<file path="src/rtl/core/werc_pkg.sv">
// Shared types and constants for the windowed event rate counter.
package werc_pkg;

    localparam int NOW_W    = 32;
    localparam int WINDOW_W = 31;
    localparam int SCALE_W  = 24;
    localparam int COUNT_W  = 6;
    localparam int RATE_W   = 29;
    localparam int CFG_IDX_W  = 2;
    localparam int CFG_DATA_W = 32;

    localparam logic [CFG_IDX_W-1:0] CFG_WINDOW_MS        = 2'd0;
    localparam logic [CFG_IDX_W-1:0] CFG_PER_MINUTE_SCALE = 2'd1;

    localparam logic [WINDOW_W-1:0] WINDOW_RESET = 31'd60000;
    localparam logic [SCALE_W-1:0]  SCALE_RESET  = 24'd256;

    typedef enum logic [1:0] {
        ST_IDLE,
        ST_SCAN,
        ST_LOAD
    } t_state;

    // ring port strobes
    typedef struct packed {
        logic wr_en;
        logic rd_en;
    } t_ring_ctl;

    // sequencer status toward the top level
    typedef struct packed {
        logic idle;
        logic load;
    } t_seq_stat;

endpackage

</file>
<file path="src/rtl/core/werc_ring.sv">
// Timestamp ring memory: one write port, one registered read port.
module werc_ring #(
    parameter int RING_DEPTH = 32,
    parameter int ADDR_W     = 5
) (
    input  logic                       i_clk,
    input  werc_pkg::t_ring_ctl        i_ctl,
    input  logic [ADDR_W-1:0]          i_waddr,
    input  logic [werc_pkg::NOW_W-1:0] i_wdata,
    input  logic [ADDR_W-1:0]          i_raddr,
    output logic [werc_pkg::NOW_W-1:0] o_rd_data
);

    logic [werc_pkg::NOW_W-1:0] r_mem [RING_DEPTH];
    logic [werc_pkg::NOW_W-1:0] r_rd_data;

    always_ff @(posedge i_clk) begin
        if (i_ctl.wr_en) begin
            r_mem[i_waddr] <= i_wdata;
        end
    end

    always_ff @(posedge i_clk) begin
        if (i_ctl.rd_en) begin
            r_rd_data <= r_mem[i_raddr];
        end
    end

    assign o_rd_data = r_rd_data;

endmodule

</file>
<file path="src/rtl/core/werc_seq.sv">
// Scan sequencer: ring pointers, read issue, shared age compare and hit counter.
module werc_seq #(
    parameter int RING_DEPTH = 32,
    parameter int ADDR_W     = 5,
    parameter int CNT_W      = 6
) (
    input  logic                          i_clk,
    input  logic                          i_rst_n,
    input  logic                          i_valid,
    input  logic [werc_pkg::NOW_W-1:0]    i_now_ms,
    input  logic                          i_event_seen,
    input  logic [werc_pkg::WINDOW_W-1:0] i_window_ms,
    input  logic                          i_out_free,
    output werc_pkg::t_seq_stat           o_stat,
    output werc_pkg::t_ring_ctl           o_ring_ctl,
    output logic [ADDR_W-1:0]             o_waddr,
    output logic [werc_pkg::NOW_W-1:0]    o_wdata,
    output logic [ADDR_W-1:0]             o_raddr,
    input  logic [werc_pkg::NOW_W-1:0]    i_rd_data,
    output logic [CNT_W-1:0]              o_count
);

    werc_pkg::t_state r_state, n_state;

    logic [ADDR_W-1:0]          r_wslot;
    logic [CNT_W-1:0]           r_filled;
    logic [CNT_W-1:0]           r_idx;
    logic                       r_pend;
    logic [CNT_W-1:0]           r_cnt;
    logic [werc_pkg::NOW_W-1:0] r_now;

    logic                       accept;
    logic                       issue;
    logic [werc_pkg::NOW_W-1:0] age;
    logic                       hit;

    // next state
    always_comb begin
        n_state = r_state;
        unique case (r_state)
            werc_pkg::ST_IDLE: if (i_valid) n_state = werc_pkg::ST_SCAN;
            werc_pkg::ST_SCAN: if (!issue && !r_pend) n_state = werc_pkg::ST_LOAD;
            werc_pkg::ST_LOAD: if (i_out_free) n_state = werc_pkg::ST_IDLE;
            default:           n_state = werc_pkg::ST_IDLE;
        endcase
    end

    // outputs
    always_comb begin
        o_stat.idle = 1'b0;
        o_stat.load = 1'b0;
        accept      = 1'b0;
        issue       = 1'b0;
        unique case (r_state)
            werc_pkg::ST_IDLE: begin
                o_stat.idle = 1'b1;
                accept      = i_valid;
            end
            werc_pkg::ST_SCAN: issue = (r_idx < r_filled);
            werc_pkg::ST_LOAD: o_stat.load = i_out_free;
            default: ;
        endcase
    end

    // shared compare: wrapping age against the window
    assign age = r_now - i_rd_data;
    assign hit = (age <= {1'b0, i_window_ms});

    assign o_ring_ctl.wr_en = accept && i_event_seen;
    assign o_ring_ctl.rd_en = issue;
    assign o_waddr          = r_wslot;
    assign o_wdata          = i_now_ms;
    assign o_raddr          = r_idx[ADDR_W-1:0];
    assign o_count          = r_cnt;

    always_ff @(posedge i_clk) begin
        if (!i_rst_n) begin
            r_state  <= werc_pkg::ST_IDLE;
            r_wslot  <= '0;
            r_filled <= '0;
            r_idx    <= '0;
            r_pend   <= 1'b0;
            r_cnt    <= '0;
        end else begin
            r_state <= n_state;
            if (accept) begin
                r_idx  <= '0;
                r_pend <= 1'b0;
                r_cnt  <= '0;
                if (i_event_seen) begin
                    r_wslot <= (r_wslot == ADDR_W'(RING_DEPTH - 1)) ? '0 : r_wslot + 1'b1;
                    if (r_filled != CNT_W'(RING_DEPTH)) begin
                        r_filled <= r_filled + 1'b1;
                    end
                end
            end else begin
                r_pend <= issue;
                if (issue) begin
                    r_idx <= r_idx + 1'b1;
                end
                if (r_pend && hit) begin
                    r_cnt <= r_cnt + 1'b1;
                end
            end
        end
    end

    always_ff @(posedge i_clk) begin
        if (accept) begin
            r_now <= i_now_ms;
        end
    end

    a_pend_in_scan: assert property (@(posedge i_clk) disable iff (!i_rst_n)
        r_pend |-> (r_state == werc_pkg::ST_SCAN))
        else $error("read pending outside scan");

    a_cnt_bound: assert property (@(posedge i_clk) disable iff (!i_rst_n)
        r_cnt <= r_filled)
        else $error("hit count exceeds filled entries");

    a_filled_bound: assert property (@(posedge i_clk) disable iff (!i_rst_n)
        r_filled <= CNT_W'(RING_DEPTH))
        else $error("fill count beyond ring depth");

    a_accept_scan: assert property (@(posedge i_clk) disable iff (!i_rst_n)
        accept |=> (r_state == werc_pkg::ST_SCAN && r_cnt == '0))
        else $error("accepted word did not start a scan");

endmodule

</file>
<file path="src/rtl/core/windowed_event_rate_counter_core.sv">
// Top level of the windowed event rate counter: config, sequencer, ring, output stage.
//
// Input channel: i_valid / o_stall with i_now_ms and i_event_seen. A word is taken
// at a clock edge with i_valid high and o_stall low. A word with i_event_seen set
// first stores i_now_ms in the timestamp ring (oldest entry overwritten once full),
// then every filled entry is checked: it counts if now minus its stamp, as a
// wrapping 32-bit difference, is at most window_ms.
// Output channel: o_valid / i_stall with o_events_in_window and o_rate_per_minute
// (count times per_minute_scale, Q.8). A word is taken when o_valid is high and
// i_stall low; it sits in the output register while the receiver stalls, and the
// next input word is still taken and scanned meanwhile.
// Timing: after accept the sequencer scans every filled entry, then loads the result
// into the output register. The ring read port sets the scan pace: one entry is read and
// compared per cycle, each compare on the registered read data; the load waits for a free output register.
// One word is in flight at a time, so o_stall is high from accept until the result
// loads; the next word is taken once the sequencer is idle again.
// Config: i_cfg_valid / o_cfg_ready (always ready), i_cfg_index 0 = window_ms,
// 1 = per_minute_scale, other indexes ignored. Write only while idle.
// Reset (synchronous, active low): ring empty, write slot zero, window 60000,
// scale 256. Ring contents are not cleared; only written entries are ever read.
module windowed_event_rate_counter_core #(
    parameter int RING_DEPTH = 32
) (
    input  logic                            i_clk,
    input  logic                            i_rst_n,
    // input words
    input  logic                            i_valid,
    output logic                            o_stall,
    input  logic [werc_pkg::NOW_W-1:0]      i_now_ms,
    input  logic                            i_event_seen,
    // result words
    output logic                            o_valid,
    input  logic                            i_stall,
    output logic [werc_pkg::COUNT_W-1:0]    o_events_in_window,
    output logic [werc_pkg::RATE_W-1:0]     o_rate_per_minute,
    // config writes
    input  logic                            i_cfg_valid,
    output logic                            o_cfg_ready,
    input  logic [werc_pkg::CFG_IDX_W-1:0]  i_cfg_index,
    input  logic [werc_pkg::CFG_DATA_W-1:0] i_cfg_data
);

    // address needs at least one bit; counter must hold the depth itself
    localparam int ADDR_W = (RING_DEPTH > 1) ? $clog2(RING_DEPTH) : 1;
    localparam int CNT_W  = $clog2(RING_DEPTH + 1);
    localparam int PROD_W = CNT_W + werc_pkg::SCALE_W;

    logic [werc_pkg::WINDOW_W-1:0] r_window_ms;
    logic [werc_pkg::SCALE_W-1:0]  r_scale;

    logic                          r_out_valid;
    logic [werc_pkg::COUNT_W-1:0]  r_count;
    logic [werc_pkg::RATE_W-1:0]   r_rate;

    werc_pkg::t_seq_stat           seq_stat;
    werc_pkg::t_ring_ctl           ring_ctl;
    logic [ADDR_W-1:0]             waddr;
    logic [ADDR_W-1:0]             raddr;
    logic [werc_pkg::NOW_W-1:0]    wdata;
    logic [werc_pkg::NOW_W-1:0]    rd_data;
    logic [CNT_W-1:0]              seq_cnt;

    logic                          out_free;
    logic [PROD_W-1:0]             prod;
    logic [CNT_W+werc_pkg::COUNT_W-1:0]  cnt_ext;
    logic [PROD_W+werc_pkg::RATE_W-1:0]  prod_ext;

    // config registers; always ready
    assign o_cfg_ready = 1'b1;

    always_ff @(posedge i_clk) begin
        if (!i_rst_n) begin
            r_window_ms <= werc_pkg::WINDOW_RESET;
            r_scale     <= werc_pkg::SCALE_RESET;
        end else if (i_cfg_valid) begin
            unique case (i_cfg_index)
                werc_pkg::CFG_WINDOW_MS:
                    r_window_ms <= i_cfg_data[werc_pkg::WINDOW_W-1:0];
                werc_pkg::CFG_PER_MINUTE_SCALE:
                    r_scale <= i_cfg_data[werc_pkg::SCALE_W-1:0];
                default: ;
            endcase
        end
    end

    werc_seq #(
        .RING_DEPTH (RING_DEPTH),
        .ADDR_W     (ADDR_W),
        .CNT_W      (CNT_W)
    ) u_seq (
        .i_clk        (i_clk),
        .i_rst_n      (i_rst_n),
        .i_valid      (i_valid),
        .i_now_ms     (i_now_ms),
        .i_event_seen (i_event_seen),
        .i_window_ms  (r_window_ms),
        .i_out_free   (out_free),
        .o_stat       (seq_stat),
        .o_ring_ctl   (ring_ctl),
        .o_waddr      (waddr),
        .o_wdata      (wdata),
        .o_raddr      (raddr),
        .i_rd_data    (rd_data),
        .o_count      (seq_cnt)
    );

    werc_ring #(
        .RING_DEPTH (RING_DEPTH),
        .ADDR_W     (ADDR_W)
    ) u_ring (
        .i_clk     (i_clk),
        .i_ctl     (ring_ctl),
        .i_waddr   (waddr),
        .i_wdata   (wdata),
        .i_raddr   (raddr),
        .o_rd_data (rd_data)
    );

    assign o_stall = !seq_stat.idle;

    // output register frees up when empty or being taken this cycle
    assign out_free = !r_out_valid || !i_stall;

    // rate: count times scale, masked to the field width
    assign prod     = PROD_W'(seq_cnt) * PROD_W'(r_scale);
    assign cnt_ext  = {{werc_pkg::COUNT_W{1'b0}}, seq_cnt};
    assign prod_ext = {{werc_pkg::RATE_W{1'b0}}, prod};

    always_ff @(posedge i_clk) begin
        if (!i_rst_n) begin
            r_out_valid <= 1'b0;
        end else if (seq_stat.load) begin
            r_out_valid <= 1'b1;
        end else if (!i_stall) begin
            r_out_valid <= 1'b0;
        end
    end

    always_ff @(posedge i_clk) begin
        if (seq_stat.load) begin
            r_count <= cnt_ext[werc_pkg::COUNT_W-1:0];
            r_rate  <= prod_ext[werc_pkg::RATE_W-1:0];
        end
    end

    assign o_valid            = r_out_valid;
    assign o_events_in_window = r_count;
    assign o_rate_per_minute  = r_rate;

endmodule
</file>
<file path="config.mk">
export PLATFORM = sky130hd
export DESIGN_NAME = windowed_event_rate_counter_core
export DESIGN_NICKNAME = d
export VERILOG_FILES = /design/src/rtl/core/werc_pkg.sv /design/src/rtl/core/werc_ring.sv /design/src/rtl/core/werc_seq.sv /design/src/rtl/core/windowed_event_rate_counter_core.sv
export SDC_FILE = /design/constraint.sdc
export NUM_CORES = 2
export LEC_CHECK = 0
export BUFFER_PORTS_ARGS = -buffer_cell sky130_fd_sc_hd__buf_2
export CAP_MARGIN = 15
export CORE_UTILIZATION = 55
export CTS_CLUSTER_DIAMETER = 60
export DETAILED_ROUTE_END_ITERATION = 10
export GPL_TIMING_DRIVEN = 0
export HOLD_SLACK_MARGIN = 0.12
export PLACE_DENSITY = 0.72
export SETUP_SLACK_MARGIN = 0.3
export SYNTH_ARGS = -nofsm -noshare
export SYNTH_HDL_FRONTEND = slang
export SYNTH_SLANG_ARGS = --single-unit
</file>
<file path="constraint.sdc">
create_clock -name i_clk -period 9.9 [get_ports i_clk]
set_input_delay 1.98 -clock i_clk [delete_from_list [all_inputs] [get_ports i_clk]]
set_output_delay 1.98 -clock i_clk [all_outputs]
set_load 0.05 [all_outputs]
</file>
# Yosys cells after proc, flatten, opt, wreduce, memory -nomap -nowiden
# Memory sizes are Yosys's and may differ from the RTL's. A register that Yosys moved wholly into a read port is not among the register bits.
# Cells that the tools add are included.
# totals
regBits	149
ramBits	1024
output_inout_bits	38
n_memories	1
# memory_table
memory	words	width	rd	rd_clocked_by_memory_dff	write_ports	line_no	rtl
u_ring.r_mem	32	32	1	1	1	werc_ring.sv:14	logic [werc_pkg::NOW_W-1:0] r_mem [RING_DEPTH];
# op_classes
addsub	5
mul	1
order_cmp	2
n_eq_ne	9
n_mux	13
n_bitwise	1
reduce_logical	17
# ops
cell	count
less-or-equal comparator 32 x 31 -> 1 bit	1
subtractor 32 bit	1
multiplier 6 x 24 -> 29 bit	1
adder 6 x 1 -> 6 bit (second input constant)	3
2-to-1 mux 1 bit	8
less-than comparator 6 bit	1
2-to-1 mux 2 bit	3
inequality test 2 x 1 -> 1 bit (second input constant)	3
inequality test 6 bit (second input constant)	1
case mux 2 bit (3 select lines)	1
AND reduction 2 bit	3
AND reduction 3 bit	2
adder 5 x 1 -> 5 bit (second input constant)	1
== test 5 bit (second input constant)	1
zero test 1 bit	5
2-to-1 mux 5 bit	1
== test 2 x 1 -> 1 bit (second input constant)	2
zero test 2 bit	2
logical AND 1 bit	3
== test 2 bit (second input constant)	1
inequality test 2 bit (second input constant)	1
OR reduction 2 bit	1
logical OR 1 bit	1
NOT 1 bit	1

# Logic depth before layout (Yosys ltp)
# depth
ltp_word	6
mapped_depth	21
ltp_nobuf	21

# By module
# A second synthesis with hierarchy kept.
# hier_totals
cells_unflattened	3699
area_unflattened_um2	53724.0
# modules_own_cells
module	n_inst	cells_per_inst	area_each_um2	seq_area_each_um2
werc_ring	1	2260	40805.4	31710.4
windowed_event_rate_counter_core	1	856	7802.5	2172.1
werc_seq	1	583	5116.2	1481.4

# Worst setup path after synthesis
# No wires, ideal clock.
# synth_path
path_type	register to register
start	register u_ring.r_rd_data (netlist bit u_ring.o_rd_data[0]), read port of u_ring.r_mem
end	register u_seq.r_cnt[4] (netlist: u_seq.o_count[4])
t_arrival_ps	4704
required_time_ps	9785
setup_slack_ps	5081
stages_incl_launch_ff	21
synth_period_minus_slack_ps	4819
cell_sequence	edfxtp_1 -> ha_1 -> fa_1 -> nand2b_1 -> a21oi_1 -> o31a_1 -> a31oi_2 -> a31oi_1 -> a221o_1 -> a22oi_2 -> o2111ai_1 -> or3b_1 -> ha_1 -> or2_2 -> a211oi_1 -> a21oi_1 -> a2111oi_0 -> a21oi_1 -> o211a_1 -> o31a_2 -> o21a_1
# synth_via
elab_chain_cells	3
# synth_rtl
item	line_no	rtl
start, declared	werc_ring.sv:15	logic [werc_pkg::NOW_W-1:0] r_rd_data;
subtractor 32 bit	werc_seq.sv:66	assign age = r_now - i_rd_data;
less-or-equal comparator 32 x 31 -> 1 bit	werc_seq.sv:67	assign hit = (age <= {1'b0, i_window_ms});
logical AND 1 bit	werc_seq.sv:101	if (r_pend && hit) begin
end signal, assigned	werc_seq.sv:102	r_cnt <= r_cnt + 1'b1;
end, declared	werc_seq.sv:29	logic [CNT_W-1:0] r_cnt;
# Every way passes these cells.
# A chain may end at the register's enable or synchronous reset.

# Worst setup path in the final report
# layout_path
start	register u_ring.r_rd_data (netlist bit u_ring.o_rd_data[0]), read port of u_ring.r_mem
end	register u_seq.r_cnt[1] (netlist: u_seq.o_count[1])
# The elaborated chain is that of the path after synthesis.

==> impl_results.html <==
<table>
<tr><th>Metric</th><th>Value</th></tr>
<tr><th colspan="2">GRT</th></tr>
<tr><td>Remaining global-route overflow</td><td>0</td></tr>
<tr><td>Initial antenna violation count</td><td>5</td></tr>
<tr><td>Via count of the first global-routing pass</td><td>28.3k</td></tr>
<tr><td>Wire length of the first global-routing pass</td><td>178000 um</td></tr>
<tr><td>Pin count of the biggest net entering global routing</td><td>34</td></tr>
<tr><td>Overall global routing resource usage</td><td>25.9%</td></tr>
<tr><th colspan="2">Pwr</th></tr>
<tr><td>Part of the total power dissipated in the clock network</td><td>42.0%</td></tr>
<tr><td>Leakage power</td><td>19.3 nW</td></tr>
<tr><td>Worst IR Drop VDD</td><td>0.161 mV</td></tr>
<tr><td>Switching power</td><td>2.22 mW</td></tr>
<tr><td>Post-route total power</td><td>10.5 mW</td></tr>
<tr><td>Switching part of the total</td><td>21.1%</td></tr>
<tr><td>Combinational share of power</td><td>4.4%</td></tr>
<tr><td>Share of total power in sequential cells</td><td>53.6%</td></tr>
<tr><td>Internal portion of total power</td><td>8.27 mW</td></tr>
<tr><td>Power per standard cell area</td><td>178 nW/um^2</td></tr>
<tr><th colspan="2">Run status</th></tr>
<tr><td>Outcome</td><td>completed</td></tr>
<tr><th colspan="2">Routing</th></tr>
<tr><td>Average wire length per cell after detail routing</td><td>27.1 um</td></tr>
<tr><td>Final routed wirelength across all metal layers</td><td>121000 um</td></tr>
<tr><td>Post-route antenna net violation count</td><td>0</td></tr>
<tr><td>Iter 0 DRT Violations</td><td>2652</td></tr>
<tr><td>Routed via count</td><td>27.2k</td></tr>
<tr><td>Remaining design rule violation count</td><td>0</td></tr>
<tr><td>First-pass DRT Iterations</td><td>5</td></tr>
<tr><td>Vias per cell</td><td>6.07</td></tr>
<tr><th colspan="2">Yosys</th></tr>
<tr><td>Top flip-flop cell by instance count after synthesis</td><td>edfxtp_1</td></tr>
<tr><td>Cells after synthesis</td><td>2864</td></tr>
<tr><td>Average cell area after synthesis</td><td>18.1 um^2</td></tr>
<tr><td>Portion of the post-synthesis area used by sequential elements</td><td>68.1%</td></tr>
<tr><td>Count of state elements after synthesis</td><td>1205</td></tr>
<tr><td>Count of different cell masters after synthesis</td><td>72</td></tr>
<tr><td>Fraction of registers with async set or reset after synthesis</td><td>0%</td></tr>
<tr><td>Post-synthesis instance area</td><td>51900 um^2</td></tr>
<tr><td>Synthesis Warnings</td><td>0</td></tr>
<tr><td>Number of synthesized flops with an enable pin</td><td>1123</td></tr>
<tr><td>Synthesized Nets</td><td>3138</td></tr>
<tr><th colspan="2">Timing</th></tr>
<tr><td>Hold Vio Cnt, Final</td><td>0</td></tr>
<tr><td>Clock Skew</td><td>0.0513 ns</td></tr>
<tr><td>Final max-slew violation count</td><td>0</td></tr>
<tr><td>Transition time at the pin with the least slew margin</td><td>1.16 ns</td></tr>
<tr><td>Fin crit period</td><td>6.36 ns</td></tr>
<tr><td>Setup violations, final</td><td>0</td></tr>
<tr><td>Total negative setup slack</td><td>0 ns</td></tr>
<tr><td>Hold slack final</td><td>0.441 ns</td></tr>
<tr><td>Fin crit share</td><td>64.3%</td></tr>
<tr><td>Max-slew headroom</td><td>22.5%</td></tr>
<tr><td>Unrepaired setup endpoints after global routing</td><td>false</td></tr>
<tr><td>Highest achievable clock rate</td><td>0.157 GHz</td></tr>
<tr><th colspan="2">Placement</th></tr>
<tr><td>IO Port Bufs</td><td>106</td></tr>
<tr><td>Number of cells after detailed placement</td><td>4261</td></tr>
<tr><td>GPL Wtd Cong</td><td>0.932</td></tr>
<tr><td>DP Wirelength</td><td>85400 um</td></tr>
<tr><th colspan="2">Worst setup path</th></tr>
<tr><td>Kind of end point of the critical path</td><td>register</td></tr>
<tr><td>Highest fanout seen on the critical path</td><td>8</td></tr>
<tr><td>Startpoint type of the worst setup path</td><td>register</td></tr>
<tr><td>Arrival time at the worst endpoint</td><td>6.96 ns</td></tr>
<tr><td>Req. time, crit path</td><td>10.50 ns</td></tr>
<tr><td>Critical path start-end classification</td><td>reg2reg</td></tr>
<tr><th colspan="2">Clocking</th></tr>
<tr><td>Buffers inserted during post-CTS setup optimization</td><td>0</td></tr>
<tr><td>Gates resized, CTS repair</td><td>0</td></tr>
<tr><td>Clock root cell</td><td>clkbuf_16</td></tr>
<tr><td>Num CTS Buffers</td><td>117</td></tr>
<tr><td>Clock-pin slew on the worst setup and hold paths</td><td>0.06 ns</td></tr>
<tr><td>Source-to-sink clock delay at the later pin of the worst-skew pair</td><td>0.72 ns</td></tr>
<tr><td>Number of sinks driven by the clock tree</td><td>1205</td></tr>
<tr><td>Clock tree from TritonCTS</td><td>done</td></tr>
<tr><td># H-tree levels</td><td>3</td></tr>
<tr><td>Number of hold buffers added after cts</td><td>0</td></tr>
<tr><td>Clock Path Buffers</td><td>3</td></tr>
<tr><th colspan="2">Layout</th></tr>
<tr><td>Area used by sequential logic in the layout</td><td>35400 um^2</td></tr>
<tr><td>Final nets</td><td>3401</td></tr>
<tr><td>Filler cell count</td><td>6391</td></tr>
<tr><td>Post-layout instance count excluding filler cells</td><td>4483</td></tr>
<tr><td>P&amp;R area growth vs syn</td><td>13.6%</td></tr>
<tr><td>Ratio of cells with drive above 1 in the final layout</td><td>22.9%</td></tr>
<tr><td>Footprint of the multi-input gates</td><td>15600 um^2</td></tr>
<tr><th colspan="2">Die</th></tr>
<tr><td>Core Region</td><td>93500 um^2</td></tr>
<tr><td>Total die area</td><td>95600 um^2</td></tr>
<tr><td>IO Pins</td><td>110</td></tr>
<tr><td>Die width</td><td>309 um</td></tr>
<tr><td>Number of core rows</td><td>112</td></tr>
<tr><td>Die height</td><td>309 um</td></tr>
<tr><td>Starting utilization of the core area</td><td>55.5%</td></tr>
<tr><th colspan="2">Run</th></tr>
<tr><td>Max-cap violations</td><td>0</td></tr>
<tr><th colspan="2">Hold path</th></tr>
<tr><td>Worst hold path class</td><td>reg2reg</td></tr>
</table>
[cell usage after synthesis, types with 8 or more instances]
cell type,n,area (um^2)
inv_1,183,687
o211ai_1,12,90.1
buf_1,8,30.0
nand3b_1,8,60.1
o21ai_0,31,155
buf_2,24,120
nor2b_1,11,68.8
a21oi_1,51,255
xnor2_1,43,377
mux2_2,32,360
nand2b_1,14,87.6
a21boi_0,53,398
nor3_1,10,50.1
nand2_1,222,833
clkbuf_1,88,330
and2_1,87,544
nand4_1,18,113
nand3_1,16,80.1
dfxtp_1,82,1640
mux4_2,320,7210
edfxtp_1,1123,33700
fa_1,89,1780
a21o_1,27,203
xor2_1,18,158
nor2_1,76,285
o21a_1,12,90.1
and3_1,10,62.6
ha_1,113,1410
[per-stage QoR]
stage	util, %	setup WS [ns]	instance area, um^2
after global routing	63.1	3.16	59000
after floorplan	-	5.08	51900
after CTS	63.1	3.59	58900
after global placement	57.8	3.42	54000
final	63.1	3.54	59000
after detailed placement	59.0	3.66	55100
[placed cells by master, fill, tap and decap left out, drive strengths merged, types with 39 or more instances in the layout]
master	netlist	routed
clkinv	0	39
and2	87	87
edfxtp	1123	1123
dfxtp	82	82
nor2	76	76
a21boi	53	53
clkbuf	88	250
nand2	222	222
mux4	320	320
ha	113	113
inv	183	188
buf	33	177
xnor2	43	43
fa	89	89
a21oi	51	51
[per-layer routing]
metal	track usage [%]	part of all wire, %	up-vias
li1	-	-	11665
met1	32.5	37	14107
met2	45.7	52	1205
met3	4.04	6.8	251
met4	9.37	3.7	2
met5	0	0.012	-
[critical path, stage by stage (launching register included)]
cell and delay (ns):
edfxtp_1 0.37, ha_1 0.23, fa_1 0.40, nand2b_1 0.18, a21oi_1 0.25, o31a_1 0.30, a31oi_2 0.20, a31oi_1 0.50
a221o_1 0.31, a22oi_2 0.11, o2111ai_1 0.19, or3b_1 0.37, ha_1 0.29, or2_2 0.27, a211oi_1 0.25, a21oi_1 0.12
a2111oi_0 0.82, a21oi_1 0.15, o211a_1 0.28, nor3b_1 0.39, mux2i_1 0.25
[layout make-up]
| cell class | count | share of cell area (%) |
|---|---|---|
| timing repair buffer | 144 | 2.43 |
| tap | 1254 | 2.66 |
| clock buffer | 162 | 5.42 |
| clock inverter | 55 | 1.04 |
| sequential | 1205 | 60.0 |
| inverter | 183 | 1.16 |
| buffer | 121 | 0.827 |
| antenna | 4 | 0.0170 |
| multi-input combinational | 1355 | 26.5 |
[power groups by stage]
stage | registers [mW] | logic [mW] | clock network (mW)
floorplan | 5.74 | 0.253 | 0
global placement | 5.73 | 0.429 | 0
detailed placement | 5.73 | 0.457 | 0
CTS | 5.62 | 0.460 | 4.45
global route | 5.62 | 0.502 | 4.63
finish | 5.62 | 0.461 | 4.40
[state kept, by name, summed over array words and instances (netlist names)]
signal,cells
u_seq.r_now,32
u_seq.r_idx,6
r_window_ms,31
o_rate_per_minute,29
u_seq.r_filled,6
u_seq.o_count,6
u_ring.o_rd_data,32
o_events_in_window,6
u_seq.r_state,2
u_seq.r_pend,1
o_valid,1
r_scale,24
u_ring.r_mem,1024
u_seq.o_waddr,5
[logic make-up after synthesis]
logic type | count (synthesis) | synth area share (%)
other | 1 | 0.00722
buffers and inverters | 304 | 2.26
AO/OA/AOI/OAI | 235 | 3.13
AND/OR/NAND/NOR | 498 | 4.59
flip-flops | 1205 | 68.1
multiplexers | 358 | 14.7
XOR/XNOR | 61 | 1.03
adder cells (fa/ha/maj) | 202 | 6.16
[worst paths after layout]
kind | from | cells past startpoint | end | slack [ns]
worst max register to register | u_ring.o_rd_data[0] | 20 | u_seq.o_count[1] | 3.54
worst min register to register | u_seq.o_count[3] | 0 | o_events_in_window[3] | 0.44
worst min-delay path | u_seq.o_count[3] | 0 | o_events_in_window[3] | 0.44
worst max-delay path | u_ring.o_rd_data[0] | 20 | u_seq.o_count[1] | 3.54
(Power assumes the default switching activity.)
